==> src/hdl/sdinit_pkg.sv <==
// Types and constants shared by the SD card initialisation sequencer.
`timescale 1ns / 1ps

package sdinit_pkg;

    localparam logic [5:0]  CMD_GO_IDLE       = 6'd0;
    localparam logic [5:0]  CMD_ALL_SEND_CID  = 6'd2;
    localparam logic [5:0]  CMD_SEND_RCA      = 6'd3;
    localparam logic [5:0]  CMD_SEND_IF_COND  = 6'd8;
    localparam logic [5:0]  CMD_SEND_CSD      = 6'd9;
    localparam logic [5:0]  CMD_SD_SEND_OP    = 6'd41;
    localparam logic [5:0]  CMD_APP_CMD       = 6'd55;

    localparam logic [31:0] R1_ERR_MASK       = 32'hFDFF_E008;
    localparam logic [31:0] IF_COND_ARG       = 32'h0000_01AA;

    localparam logic [7:0]  ATTEMPT_LIMIT_RST = 8'd200;
    localparam logic [23:0] VOLT_WINDOW_RST   = 24'h10_0000;

    localparam logic        KIND_START        = 1'b0;
    localparam logic        KIND_RESPONSE     = 1'b1;

    localparam logic [1:0]  ST_OK             = 2'd0;
    localparam logic [1:0]  ST_TIMEOUT        = 2'd1;
    localparam logic [1:0]  ST_ERROR          = 2'd2;
    localparam logic [1:0]  ST_OTHER          = 2'd3;

    localparam logic [1:0]  OUTCOME_BUSY      = 2'd0;
    localparam logic [1:0]  OUTCOME_SUCCESS   = 2'd1;
    localparam logic [1:0]  OUTCOME_FAILURE   = 2'd2;

    localparam logic        CFG_ATTEMPT_LIMIT = 1'b0;
    localparam logic        CFG_VOLT_WINDOW   = 1'b1;

    typedef enum logic [3:0] {
        PH_IDLE = 4'd0,
        PH_C0   = 4'd1,
        PH_C8   = 4'd2,
        PH_C55  = 4'd3,
        PH_C41  = 4'd4,
        PH_C2   = 4'd5,
        PH_C3   = 4'd6,
        PH_C9   = 4'd7
    } phase_t;

    typedef struct packed {
        phase_t      phase;
        logic [7:0]  attempts_left;
        logic        host_hcs;
        logic [15:0] rel_addr;
        logic        card_hc;
    } seq_state_t;

    typedef struct packed {
        logic [7:0]  attempt_limit;
        logic [23:0] voltage_window;
    } cfg_t;

    typedef struct packed {
        logic        cmd_valid;
        logic [5:0]  cmd_index;
        logic [31:0] cmd_arg;
        logic        long_reply;
        logic        finished;
        logic [1:0]  outcome;
        logic [1:0]  fail_code;
        logic        high_capacity;
        logic [15:0] card_addr;
    } result_t;

endpackage

==> src/hdl/sdinit_cfg.sv <==
// Configuration registers: attempt limit and OCR voltage window.
`timescale 1ns / 1ps

module sdinit_cfg (
    input  logic                aclk,
    input  logic                aresetn,
    input  logic                cfg_wr_en,
    input  logic                cfg_index,
    input  logic [23:0]         cfg_data,
    output sdinit_pkg::cfg_t    cfg
);
    import sdinit_pkg::*;

    logic [7:0]  attempt_limit_reg;
    logic [23:0] voltage_window_reg;

    always_ff @(posedge aclk) begin
        if (!aresetn) begin
            attempt_limit_reg  <= ATTEMPT_LIMIT_RST;
            voltage_window_reg <= VOLT_WINDOW_RST;
        end else if (cfg_wr_en) begin
            unique case (cfg_index)
                CFG_ATTEMPT_LIMIT: attempt_limit_reg  <= cfg_data[7:0];
                CFG_VOLT_WINDOW:   voltage_window_reg <= cfg_data;
                default:           ;
            endcase
        end
    end

    assign cfg.attempt_limit  = attempt_limit_reg;
    assign cfg.voltage_window = voltage_window_reg;

endmodule

==> src/hdl/sdinit_step.sv <==
// Next-state and command logic for one request of the initialisation sequence.
`timescale 1ns / 1ps

module sdinit_step (
    input  logic                    kind,
    input  logic [1:0]              reply_status,
    input  logic [31:0]             response_word,
    input  sdinit_pkg::seq_state_t  state_cur,
    input  sdinit_pkg::cfg_t        cfg,
    output sdinit_pkg::seq_state_t  state_next,
    output sdinit_pkg::result_t     result
);
    import sdinit_pkg::*;

    logic [31:0] app_arg;
    logic [31:0] op_arg;

    always_comb begin
        app_arg    = {state_cur.rel_addr, 16'h0000};
        op_arg     = {1'b0, state_cur.host_hcs, 6'b000000, cfg.voltage_window};
        state_next = state_cur;
        result     = '0;

        if (kind == KIND_START) begin
            state_next.host_hcs      = 1'b0;
            state_next.rel_addr      = 16'h0000;
            state_next.card_hc       = 1'b0;
            state_next.attempts_left = cfg.attempt_limit;
            state_next.phase         = PH_C0;
            result.cmd_valid         = 1'b1;
            result.cmd_index         = CMD_GO_IDLE;
        end else begin
            unique case (state_cur.phase)
                PH_C0: begin
                    if (reply_status != ST_OK) begin
                        result.finished  = 1'b1;
                        result.outcome   = OUTCOME_FAILURE;
                        result.fail_code = reply_status;
                        state_next.phase = PH_IDLE;
                    end else begin
                        result.cmd_valid = 1'b1;
                        result.cmd_index = CMD_SEND_IF_COND;
                        result.cmd_arg   = IF_COND_ARG;
                        state_next.phase = PH_C8;
                    end
                end
                PH_C8: begin
                    if (reply_status == ST_OK && response_word != IF_COND_ARG) begin
                        result.finished  = 1'b1;
                        result.outcome   = OUTCOME_FAILURE;
                        result.fail_code = ST_ERROR;
                        state_next.phase = PH_IDLE;
                    end else begin
                        // a card that does not answer CMD8 is an old one: no HCS request
                        if (reply_status == ST_OK) begin
                            state_next.host_hcs = 1'b1;
                        end
                        result.cmd_valid = 1'b1;
                        result.cmd_index = CMD_APP_CMD;
                        result.cmd_arg   = app_arg;
                        state_next.phase = PH_C55;
                    end
                end
                PH_C55: begin
                    if (reply_status != ST_OK) begin
                        result.finished  = 1'b1;
                        result.outcome   = OUTCOME_FAILURE;
                        result.fail_code = reply_status;
                        state_next.phase = PH_IDLE;
                    end else if ((response_word & R1_ERR_MASK) != 32'h0) begin
                        result.finished  = 1'b1;
                        result.outcome   = OUTCOME_FAILURE;
                        result.fail_code = ST_ERROR;
                        state_next.phase = PH_IDLE;
                    end else begin
                        result.cmd_valid = 1'b1;
                        result.cmd_index = CMD_SD_SEND_OP;
                        result.cmd_arg   = op_arg;
                        state_next.phase = PH_C41;
                    end
                end
                PH_C41: begin
                    if (reply_status == ST_TIMEOUT || reply_status == ST_ERROR) begin
                        result.finished  = 1'b1;
                        result.outcome   = OUTCOME_FAILURE;
                        result.fail_code = reply_status;
                        state_next.phase = PH_IDLE;
                    end else if (state_cur.attempts_left <= 8'd1) begin
                        // out of attempts, also when the card reports ready now
                        state_next.attempts_left = 8'd0;
                        result.finished  = 1'b1;
                        result.outcome   = OUTCOME_FAILURE;
                        result.fail_code = ST_ERROR;
                        state_next.phase = PH_IDLE;
                    end else begin
                        state_next.attempts_left = state_cur.attempts_left - 8'd1;
                        result.cmd_valid = 1'b1;
                        if (response_word[31]) begin
                            state_next.card_hc = response_word[30];
                            result.cmd_index   = CMD_ALL_SEND_CID;
                            result.long_reply  = 1'b1;
                            state_next.phase   = PH_C2;
                        end else begin
                            result.cmd_index = CMD_APP_CMD;
                            result.cmd_arg   = app_arg;
                            state_next.phase = PH_C55;
                        end
                    end
                end
                PH_C2: begin
                    if (reply_status != ST_OK) begin
                        result.finished  = 1'b1;
                        result.outcome   = OUTCOME_FAILURE;
                        result.fail_code = reply_status;
                        state_next.phase = PH_IDLE;
                    end else begin
                        result.cmd_valid = 1'b1;
                        result.cmd_index = CMD_SEND_RCA;
                        state_next.phase = PH_C3;
                    end
                end
                PH_C3: begin
                    if (reply_status != ST_OK) begin
                        result.finished  = 1'b1;
                        result.outcome   = OUTCOME_FAILURE;
                        result.fail_code = reply_status;
                        state_next.phase = PH_IDLE;
                    end else begin
                        state_next.rel_addr = response_word[31:16];
                        result.cmd_valid    = 1'b1;
                        result.cmd_index    = CMD_SEND_CSD;
                        result.cmd_arg      = {response_word[31:16], 16'h0000};
                        result.long_reply   = 1'b1;
                        state_next.phase    = PH_C9;
                    end
                end
                PH_C9: begin
                    result.finished  = 1'b1;
                    state_next.phase = PH_IDLE;
                    if (reply_status != ST_OK) begin
                        result.outcome   = OUTCOME_FAILURE;
                        result.fail_code = reply_status;
                    end else begin
                        result.outcome   = OUTCOME_SUCCESS;
                    end
                end
                default: begin
                    // drop responses that arrive while idle
                    state_next.phase = PH_IDLE;
                end
            endcase
        end

        result.high_capacity = state_next.card_hc;
        result.card_addr     = state_next.rel_addr;
    end

endmodule

==> src/hdl/sd_card_init_sequencer_core.sv <==
// Top level of the host-side SD card initialisation sequencer.
`timescale 1ns / 1ps

// Host-side SD card power-up sequencer.
// Requests enter on the s_ channel (valid/ready): a start request (kind 0)
// issues CMD0 and restarts the sequence; each card response request (kind 1)
// yields the next command (CMD8, CMD55/ACMD41 loop, CMD2, CMD3, CMD9) or the
// final outcome. Every request gives exactly one result on the m_ channel.
// Configuration (attempt limit, voltage window) is written through the
// cfg_wr_en / cfg_index / cfg_data port; the user must write it only while no
// request is in flight, and the block itself does not enforce this. A request
// accepted on s_ is registered in the input register, then passes through the
// step logic into the result register, which presents it on m_.
// Throughput: one request per cycle while m_ready is high; the sequencer state
// updates in a single pass of the step logic between the input register and
// the result register. When the receiver stalls the result holds on m_, and
// one further request waits in the input register before s_ready drops.
// Reset (aresetn low, synchronous) returns the sequencer to idle, clears the
// card address and flags and loads the register defaults (200, 0x100000).
module sd_card_init_sequencer_core (
    input  logic        aclk,
    input  logic        aresetn,

    input  logic        cfg_wr_en,
    input  logic        cfg_index,
    input  logic [23:0] cfg_data,

    input  logic        s_valid,
    output logic        s_ready,
    input  logic        s_kind,
    input  logic [1:0]  s_reply_status,
    input  logic [31:0] s_response_word,

    output logic        m_valid,
    input  logic        m_ready,
    output logic        m_cmd_valid,
    output logic [5:0]  m_cmd_index,
    output logic [31:0] m_cmd_arg,
    output logic        m_long_reply,
    output logic        m_finished,
    output logic [1:0]  m_outcome,
    output logic [1:0]  m_fail_code,
    output logic        m_high_capacity,
    output logic [15:0] m_card_addr
);
    import sdinit_pkg::*;

    cfg_t       cfg;
    seq_state_t state_reg;
    seq_state_t state_next;
    result_t    step_result;
    result_t    out_reg;

    logic        in_valid_reg;
    logic        in_valid_next;
    logic        in_kind_reg;
    logic [1:0]  in_status_reg;
    logic [31:0] in_word_reg;
    logic        out_valid_reg;
    logic        out_valid_next;
    logic        advance;
    logic        accept;

    sdinit_cfg u_cfg (
        .aclk      (aclk),
        .aresetn   (aresetn),
        .cfg_wr_en (cfg_wr_en),
        .cfg_index (cfg_index),
        .cfg_data  (cfg_data),
        .cfg       (cfg)
    );

    sdinit_step u_step (
        .kind          (in_kind_reg),
        .reply_status  (in_status_reg),
        .response_word (in_word_reg),
        .state_cur     (state_reg),
        .cfg           (cfg),
        .state_next    (state_next),
        .result        (step_result)
    );

    // advance the input register into the result register when the latter frees up
    assign advance = in_valid_reg && (!out_valid_reg || m_ready);
    assign s_ready = !in_valid_reg || advance;
    assign accept  = s_valid && s_ready;

    always_comb begin
        in_valid_next = in_valid_reg;
        if (accept) begin
            in_valid_next = 1'b1;
        end else if (advance) begin
            in_valid_next = 1'b0;
        end

        out_valid_next = out_valid_reg;
        if (advance) begin
            out_valid_next = 1'b1;
        end else if (m_ready) begin
            out_valid_next = 1'b0;
        end
    end

    always_ff @(posedge aclk) begin
        if (!aresetn) begin
            in_valid_reg  <= 1'b0;
            out_valid_reg <= 1'b0;
            state_reg     <= '{phase: PH_IDLE, attempts_left: 8'd0, host_hcs: 1'b0,
                               rel_addr: 16'h0000, card_hc: 1'b0};
        end else begin
            in_valid_reg  <= in_valid_next;
            out_valid_reg <= out_valid_next;
            if (advance) begin
                state_reg <= state_next;
            end
        end
    end

    always_ff @(posedge aclk) begin
        if (accept) begin
            in_kind_reg   <= s_kind;
            in_status_reg <= s_reply_status;
            in_word_reg   <= s_response_word;
        end
        if (advance) begin
            out_reg <= step_result;
        end
    end

    assign m_valid         = out_valid_reg;
    assign m_cmd_valid     = out_reg.cmd_valid;
    assign m_cmd_index     = out_reg.cmd_index;
    assign m_cmd_arg       = out_reg.cmd_arg;
    assign m_long_reply    = out_reg.long_reply;
    assign m_finished      = out_reg.finished;
    assign m_outcome       = out_reg.outcome;
    assign m_fail_code     = out_reg.fail_code;
    assign m_high_capacity = out_reg.high_capacity;
    assign m_card_addr     = out_reg.card_addr;

endmodule
==> config.mk <==
export PLATFORM = sky130hd
export DESIGN_NAME = sd_card_init_sequencer_core
export DESIGN_NICKNAME = d
export VERILOG_FILES = /design/src/hdl/sdinit_pkg.sv /design/src/hdl/sdinit_cfg.sv /design/src/hdl/sdinit_step.sv /design/src/hdl/sd_card_init_sequencer_core.sv
export SDC_FILE = /design/constraint.sdc
export NUM_CORES = 1
export LEC_CHECK = 0
export BUFFER_PORTS_ARGS = -buffer_cell sky130_fd_sc_hd__buf_2
export CORE_MARGIN = 2
export CORE_UTILIZATION = 50
export DETAILED_ROUTE_END_ITERATION = 10
export PLACE_DENSITY = 0.85
export RECOVER_POWER = 50
export SLEW_MARGIN = 40
export SYNTH_ARGS = -nofsm -noshare
export SYNTH_HDL_FRONTEND = slang
export SYNTH_HIERARCHICAL = 1
export SYNTH_SLANG_ARGS = --single-unit
==> constraint.sdc <==
create_clock -name aclk -period 3.1 [get_ports aclk]
set_clock_uncertainty 0.1 [all_clocks]
set_input_delay 0.62 -clock aclk [delete_from_list [all_inputs] [get_ports aclk]]
set_output_delay 0.62 -clock aclk [all_outputs]
set_load 0.05 [all_outputs]
# ---- After elaboration in Yosys (flattened, before gate mapping)
# Index checks and enable logic that the tools add are counted.
dict set report totals {
  output_inout_bits 64
  input_bits 65
  ff_bits 161
}
dict set report classes {
  bitwise 1
  reduce_logical 18
  eq_ne 15
  n_addsub 1
  mux 49
  order_cmp 1
}
# cell count
set op_table {}
lappend op_table {{$pmux 32 s5} 1}
lappend op_table {{$mux 39} 4}
lappend op_table {{$mux 40} 3}
lappend op_table {{$pmux 7 s6} 1}
lappend op_table {{$mux 16} 2}
lappend op_table {{$mux 32} 1}
lappend op_table {{$ne 32x9->1 const B} 1}
lappend op_table {{$reduce_bool 32->1} 1}
lappend op_table {{$mux 30} 1}
lappend op_table {{$mux 5} 6}
lappend op_table {{$pmux 5 s5} 1}
lappend op_table {{$pmux 4 s6} 1}
lappend op_table {{$eq 4x3->1 const B} 4}
lappend op_table {{$mux 8} 2}
lappend op_table {{$mux 1} 12}
lappend op_table {{$mux 12} 1}
lappend op_table {{$mux 3} 4}
lappend op_table {{$eq 4x2->1 const B} 2}
lappend op_table {{$le 8x1->1 const B} 1}
lappend op_table {{$mux 2} 4}
lappend op_table {{$mux 4} 2}
lappend op_table {{$sub 8x1->8 const B} 1}
lappend op_table {{$mux 7} 1}
lappend op_table {{$mux 6} 1}
lappend op_table {{16 further kinds} 27}

# ---- Depth between registers and ports, before layout
# Gate-level depths: netlist (run 1).
dict set report logic_depth {
  depth_word 6
  ltp_mapped 12
  depth_no_buf 9
}

# ---- Modules after synthesis
# The synthesis (run 1) kept the hierarchy.
# mod instances seq_area_each_um2 cells_per_inst area_per_inst_um2
set modules_own_cells {}
lappend modules_own_cells {sd_card_init_sequencer_core 1 3553.4 237 4231.6}
lappend modules_own_cells {sdinit_step 1 0.0 272 1649.1}
lappend modules_own_cells {sdinit_cfg 1 640.6 139 1243.7}

# ---- Worst setup path after synthesis (run 1)
# Ideal clock, no wire load.
dict set report synth_path {
  kind {reg-to-reg}
  start {register out_valid_reg, in the netlist m_valid}
  end {register in_kind_reg, enable pin}
  path_stages_with_launch 4
  arrival_time_ps 1982
  t_required_ps 2605
  slack_ps 623
  period_less_slack_ps 2477
  setup_ps 395
  n_path_buf 0
  path_cell_list {dfxtp_1 nor2b_4 nand2_1 and2_1}
}
dict set report synth_between {
  elab_chain_len 5
}
# item line_no
set synth_rtl {}
lappend synth_rtl {{start: declaration} sd_card_init_sequencer_core.sv:59} ;# logic out_valid_reg;
lappend synth_rtl {{start signal: assignment} sd_card_init_sequencer_core.sv:112} ;# out_valid_reg <= out_valid_next;
lappend synth_rtl {{$logic_not 1->1} sd_card_init_sequencer_core.sv:84} ;# assign advance = in_valid_reg && (!out_valid_reg || m_ready);
lappend synth_rtl {{$logic_or 1x1->1} sd_card_init_sequencer_core.sv:84}
lappend synth_rtl {{$logic_and 1x1->1} sd_card_init_sequencer_core.sv:84}
lappend synth_rtl {{$logic_or 1x1->1} sd_card_init_sequencer_core.sv:85} ;# assign s_ready = !in_valid_reg || advance;
lappend synth_rtl {{via s_ready} sd_card_init_sequencer_core.sv:29} ;# output logic s_ready,
lappend synth_rtl {{$logic_and 1x1->1} sd_card_init_sequencer_core.sv:86} ;# assign accept = s_valid && s_ready;
lappend synth_rtl {{via accept} sd_card_init_sequencer_core.sv:62} ;# logic accept;
lappend synth_rtl {{end signal: assignment} sd_card_init_sequencer_core.sv:121} ;# in_kind_reg <= s_kind;
lappend synth_rtl {{end: declaration} sd_card_init_sequencer_core.sv:56} ;# logic in_kind_reg;
# The timed path passes the listed nets, and every way through them passes these cells.
# A chain may end at the register's enable or synchronous reset.

# ---- Worst setup path in the final report (run 1)
dict set report layout_path {
  start {register in_word_reg[31]}
  end {register out_reg (netlist bit m_cmd_arg[5]), data pin}
}
dict set report layout_between {
  elab_chain_len 4
}
# item line_no
set layout_rtl {}
lappend layout_rtl {{start: declaration} sd_card_init_sequencer_core.sv:58} ;# logic [31:0] in_word_reg;
lappend layout_rtl {{start signal: assignment} sd_card_init_sequencer_core.sv:123} ;# in_word_reg <= s_response_word;
lappend layout_rtl {{$reduce_bool 32->1} sdinit_step.sv:70} ;# end else if ((response_word & R1_ERR_MASK) != 32'h0) begin
lappend layout_rtl {{$mux 39} sdinit_step.sv:70}
lappend layout_rtl {{$mux 39} sdinit_step.sv:65} ;# if (reply_status != ST_OK) begin
lappend layout_rtl {{$pmux 32 s5} sdinit_step.sv:33} ;# unique case (state_cur.phase)
lappend layout_rtl {{end signal: assignment} sd_card_init_sequencer_core.sv:126} ;# out_reg <= step_result;
lappend layout_rtl {{end: declaration} sd_card_init_sequencer_core.sv:52} ;# result_t out_reg;
# No other way between the ends.

==> flow_metrics.py, run 1 <==
metrics = {
    "yosys": {
        "synth_ff_type": "edfxtp_1",
        "synth_warnings": 6,
        "syn_area_um2": 7120,
        "post-synth-top-count-cell": "nand2_1",
        "synth-async-reset-ratio_pct": 0,
        "synth_area_leader_cell": "edfxtp_1",
        "ys_seq_elements": 161,
        "synth_cell_types": 62,
        "syn_nets": 717,
        "synth_commonest_cells": "nand2_1, edfxtp_1, dfxtp_1",
        "syn_inst": 648,
        "ys_seq_area_share_pct": 58.9,
        "synthTopCellsByArea": "edfxtp_1, dfxtp_1, nand2_1, mux2i_1, a21oi_1",
        "synth_edf_count": 97,
        "synth_top_area_share_pct": 40.9,
        "syn-mean-instance-area_um2": 11.0,
    },
    "grt": {
        "grt-ovfl-total": 0,
        "track_usage_pct": 21.5,
        "grt_pass1_wl_mm": 25.0,
        "grt_pass1_vias": 5121,
        "antenna_found_initial": 0,
        "grt_max_degree": 93,
    },
    "clocking": {
        "cts-root-buf": "clkbuf_16",
        "cts_hold_buffers": 0,
        "max-clock-path-buffers": 2,
        "post_cts_buffers": 0,
        "clock-sinks": 161,
        "cts_buffers": 17,
        "clkTransAtPathRegs_ns": 0.06,
        "insertion_delay_ns": 0.42,
        "h-tree-depth": 4,
        "cts_resized": 0,
        "cts_tree": "built",
    },
    "sta": {
        "fin_crit_ns": 2.59,
        "setup_viol": 0,
        "rsz0062_at_grt": "no",
        "worstMarginPinSlew_ns": 1.89,
        "hold_violations": 0,
        "drv_slew": 47,
        "tns_ns": 0,
        "min_period_over_period_pct": 83.5,
        "relSlewSlack_pct": -26.2,
        "max_freq_mhz": 386,
    },
    "status": {
        "status": "finished with violations",
        "violations": "capacitance limit, slew limit",
    },
    "critical_path": {
        "required_ns": 3.27,
        "critPathLaunchType": "register",
        "endpoint_kind": "register",
        "path_max_fanout": 5,
        "ff2ff_path_depth": 5,
        "cp.arrival_ns": 2.76,
        "crit_type": "register to register",
    },
    "drt": {
        "vias_per_cell": 5.63,
        "drtPass1Iterations": 5,
        "routed_wl_mm": 16.0,
        "ant_nets": 0,
        "num_vias": 5281,
        "drc": 0,
        "drt-initial-drc-count": 583,
        "wire_per_inst_um": 17.0,
    },
    "layout": {
        "drive_above_1_share_pct": 23.6,
        "syn2layout_area_growth_pct": 16.2,
        "final_cell_area_um2": 8280,
        "n_fill_cell": 1119,
        "final_nets": 814,
        "diodes": 0,
    },
    "power_and_ir_drop": {
        "power.density_nw_per_um2": 612,
        "leakage_nw": 3.14,
        "p_total_mw": 5.07,
        "ir_worst_vdd_uv": 396,
    },
    "floorplanning": {
        "die_area_um2": 15200,
        "die_w_um": 123,
        "start_util_pct": 51.3,
        "io-pin-count": 129,
        "die_h_um": 123,
        "rows": 43,
        "core-area_um2": 13900,
    },
    "place": {
        "place_hpwl_mm": 10.5,
        "port_buffers": 128,
        "place_congestion": 0.904,
        "placed_area_um2": 7670,
    },
    "min_path": {
        "hold_depth": 1,
        "min_path_type": "primary input to register",
    },
    "flow_run": {
        "max_cap_violations": 1,
    },
}
metal layers:
| metal | track usage (%) | part of all wire (%) | up-vias |
|---|---|---|---|
| li1 | - | - | 2489 |
| met1 | 25.7 | 40 | 2530 |
| met2 | 36.8 | 51 | 220 |
| met3 | 5.40 | 5.5 | 42 |
| met4 | 9.09 | 3.3 | 0 |
| met5 | 0 | 0 | - |
critical path, cell delays in order, from the launching register on:
cell and delay [ns]:
edfxtp_1 0.52, nor4_1 0.54, nand4_1 0.33, nor3_1 0.63, nand2_1 0.15, a21oi_1 0.17
kinds of logic after synthesis:
family / share of synthesized area, %
AND/OR/NAND/NOR: 17.9
flip-flops: 58.9
AO/OA/AOI/OAI: 10.0
buffers and inverters: 6.59
multiplexers: 5.90
adder cells (fa/ha/maj): 0.703
other: 0.0526
power breakdown:
group          leakage (nW)  internal (mW)  switching, mW
clock                 0.317           1.42          0.834
sequential             1.45           2.36         0.0538
combinational          1.37          0.115          0.284
total                  3.14           3.89           1.17
per-stage QoR:
stage               instances  hold slack [ns]  setup WS (ns)  util (%)
finish                    938            0.273          0.512      59.6
global route              938            0.254          0.270      59.6
CTS                       938            0.260          0.585      59.9
detailed placement        906            0.338          0.664      55.3
global placement          906            0.332          0.719      55.3
floorplan                 648            0.324          0.623         -
path summary, 6_finish.rpt:
check	slack [ns]	startpoint	to
setup / recovery	0.51	in_word_reg[31]	m_cmd_arg[5]
hold / removal	0.27	s_response_word[28]	in_word_reg[28]
setup reg to reg	0.51	in_word_reg[31]	m_cmd_arg[5]
hold reg to reg	0.35	u_cfg/voltage_window_reg[0]	u_cfg/voltage_window_reg[0]
cell type report:
type                       count  area (um2)  share of cell area (%)
sequential                   161        4190                    50.7
tap                          180         225                    2.72
clock buffer                  20         468                    5.65
timing repair buffer         140         714                    8.63
inverter                      10        37.5                   0.454
clock inverter                12         176                    2.13
multi-input combinational    415        2460                    29.7
layout by cell type (no fill, tap or decap), types with 9 or more instances in the layout:
cell type,instances
nor3_1,9
edfxtp_1,97
o21ai_0,21
a21oi_1,37
a21o_1,9
nand4_1,20
clkbuf_16,18
inv_1,9
dfxtp_1,64
nand2_1,136
a22o_1,16
buf_2,123
mux2i_1,42
nor2_1,22
and2_1,15
nand3_1,10
Power figures use the tool's default switching activity.
==> run 2, diff against run 1 <==
- clock period: 3.1 -> 2.5 ns (I/O delays scaled with it)
==> flow_metrics.py, run 2 (synthesized netlist as in run 1, its figures left out) <==
metrics = {
    "critical_path": {
        "r2r-start": "in_word_reg[31]",
        "required_ns": 2.69,
        "critical-path-slowest-cell": "nor4_1",
        "critPathLaunchType": "register",
        "crit_type": "register to register",
        "path_max_fanout": 20,
        "critPathMaxStageDelay_ns": 0.48,
        "ff2ff_path_depth": 6,
        "path_cells": "nor4_1 -> nand4_1 -> nor4_2 -> buf_4 -> a22o_1 -> a21o_1",
        "crit_path_end": "m_cmd_arg[22]",
        "cp.arrival_ns": 2.53,
        "rr_endpoint": "m_cmd_arg[22]",
        "setup.worst_path.start": "in_word_reg[31]",
        "endpoint_kind": "register",
        "reg2reg_slack_ns": 0.15,
    },
    "clocking": {
        "cts_resized": 0,
        "cts-root-buf": "clkbuf_16",
        "clock-sinks": 161,
        "cts_buffers": 17,
        "h-tree-depth": 4,
        "clkTransAtPathRegs_ns": 0.06,
        "post_cts_buffers": 0,
        "insertion_delay_ns": 0.43,
        "cts_hold_buffers": 0,
        "max-clock-path-buffers": 2,
        "cts_tree": "built",
    },
    "sta": {
        "max_freq_mhz": 426,
        "min_period_over_period_pct": 93.8,
        "setup_viol": 0,
        "fin_crit_ns": 2.35,
        "relSlewSlack_pct": -15.0,
        "rsz0062_at_grt": "no",
        "tns_ns": 0,
        "hold_violations": 0,
        "worstMarginPinSlew_ns": 1.72,
        "drv_slew": 42,
    },
    "layout": {
        "n_fill_cell": 1105,
        "syn2layout_area_growth_pct": 17.2,
        "seq_area_um2": 4190,
        "drive_above_1_share_pct": 23.6,
        "final_cells": 948,
        "multi_input_area_um2": 2460,
        "final_nets": 823,
        "final_cell_mix": "nand2_1, buf_2, edfxtp_1, dfxtp_1, mux2i_1",
        "layout_commonest_cell": "nand2_1",
    },
    "power_and_ir_drop": {
        "leakage_nw": 3.15,
        "p_sw_share_pct": 23.4,
        "power.density_nw_per_um2": 746,
        "switchingPower_mw": 1.46,
        "seq_power_share_pct": 47.9,
        "ir_worst_vdd_uv": 501,
        "internal_power_mw": 4.78,
        "p_comb_share_pct": 8.4,
        "p_total_mw": 6.23,
        "pwr-share-clk_pct": 43.7,
    },
    "grt": {
        "grt-ovfl-total": 0,
        "grt_pass1_vias": 4986,
        "grt_max_degree": 93,
        "track_usage_pct": 21.8,
        "grt_pass1_wl_mm": 25.2,
        "antenna_found_initial": 1,
    },
    "flow_run": {
        "max_cap_violations": 1,
    },
    "place": {
        "place_hpwl_mm": 10.6,
        "place_congestion": 0.943,
        "placedCellCount": 915,
        "port_buffers": 128,
    },
    "drt": {
        "drc": 0,
        "routed_wl_mm": 16.2,
        "drtPass1Iterations": 6,
        "wire_per_inst_um": 17.1,
        "vias_per_cell": 5.59,
        "drt-initial-drc-count": 619,
        "ant_nets": 0,
        "num_vias": 5300,
    },
    "floorplanning": {
        "rows": 43,
        "io-pin-count": 129,
        "core-area_um2": 13900,
        "die_w_um": 123,
        "die_h_um": 123,
        "die_area_um2": 15200,
        "start_util_pct": 51.3,
    },
    "status": {
        "violations": "capacitance limit, slew limit",
        "status": "finished with violations",
    },
    "min_path": {
        "min_path_type": "primary input to register",
    },
}
-- run 2: cell count changes in the layout (fill, tap and decap cells not counted), moves of 2 or more --
| cell | previous run | this run |
|---|---|---|
| buf_2 | 123 | 118 |
| inv_6 | 2 | 0 |
| clkbuf_1 | 8 | 14 |
| buf_4 | 8 | 15 |
| buf_12 | 0 | 2 |
| clkinv_2 | 2 | 0 |
-- run 2: stage by stage --
step	worst slack (ns)	hold slack, ns	utilization, %	instance area [um2]
floorplan	0.0229	0.324	-	7120
global placement	0.348	0.332	56.0	7770
detailed placement	0.288	0.341	56.0	7770
CTS	0.201	0.141	60.5	8400
global route	0.0586	0.135	60.2	8350
finish	0.155	0.148	60.2	8350
-- run 2: routing by layer --
layer	track usage, %	vias up	wire length (um)
met3	5.12	48	1020
met5	0	-	0
met1	26.4	2492	6400
li1	-	2527	-
met2	37.3	233	8250
met4	9.23	0	567
-- run 2: worst min-delay path by stage --
stage	from	end	slack (ns)	depth (start not counted)
2_1_floorplan	u_cfg/voltage_window_reg[10]	u_cfg/voltage_window_reg[10]	0.32	2
3_3_place_gp	u_cfg/voltage_window_reg[12]	u_cfg/voltage_window_reg[12]	0.33	2
3_5_place_dp	u_cfg/voltage_window_reg[6]	u_cfg/voltage_window_reg[6]	0.34	2
4_1_cts	s_response_word[8]	in_word_reg[8]	0.14	1
5_1_grt	s_response_word[14]	in_word_reg[14]	0.14	1
6_report	s_response_word[8]	in_word_reg[8]	0.15	1
-- run 2: power by group through the flow --
stage	registers [mW]	clock network (mW)	logic, mW
6_report	2.99	2.72	0.524
5_1_grt	3.00	2.88	0.559
4_1_cts	2.98	2.75	0.532
3_5_place_dp	3.04	0	0.528
3_3_place_gp	3.03	0	0.523
2_1_floorplan	3.17	0	0.244
-- run 2: cell type report --
| type | count | area share [%] |
|---|---|---|
| Clock buffer | 22 | 5.81 |
| Tap cell | 180 | 2.70 |
| Sequential cell | 161 | 50.2 |
| Timing Repair Buffer | 149 | 9.59 |
| Antenna cell | 1 | 0.0300 |
| Inverter | 10 | 0.449 |
| Clock inverter | 10 | 1.75 |
| Multi-Input combinational cell | 415 | 29.5 |
-- run 2: worst max-delay path: cells and delay by family (launching register included) --
kind	cells	cell delay, ns
AND/OR/NAND/NOR	3	1.15
AO/OA/AOI/OAI	2	0.27
buffers and inverters	1	0.29
flip-flops	1	0.39
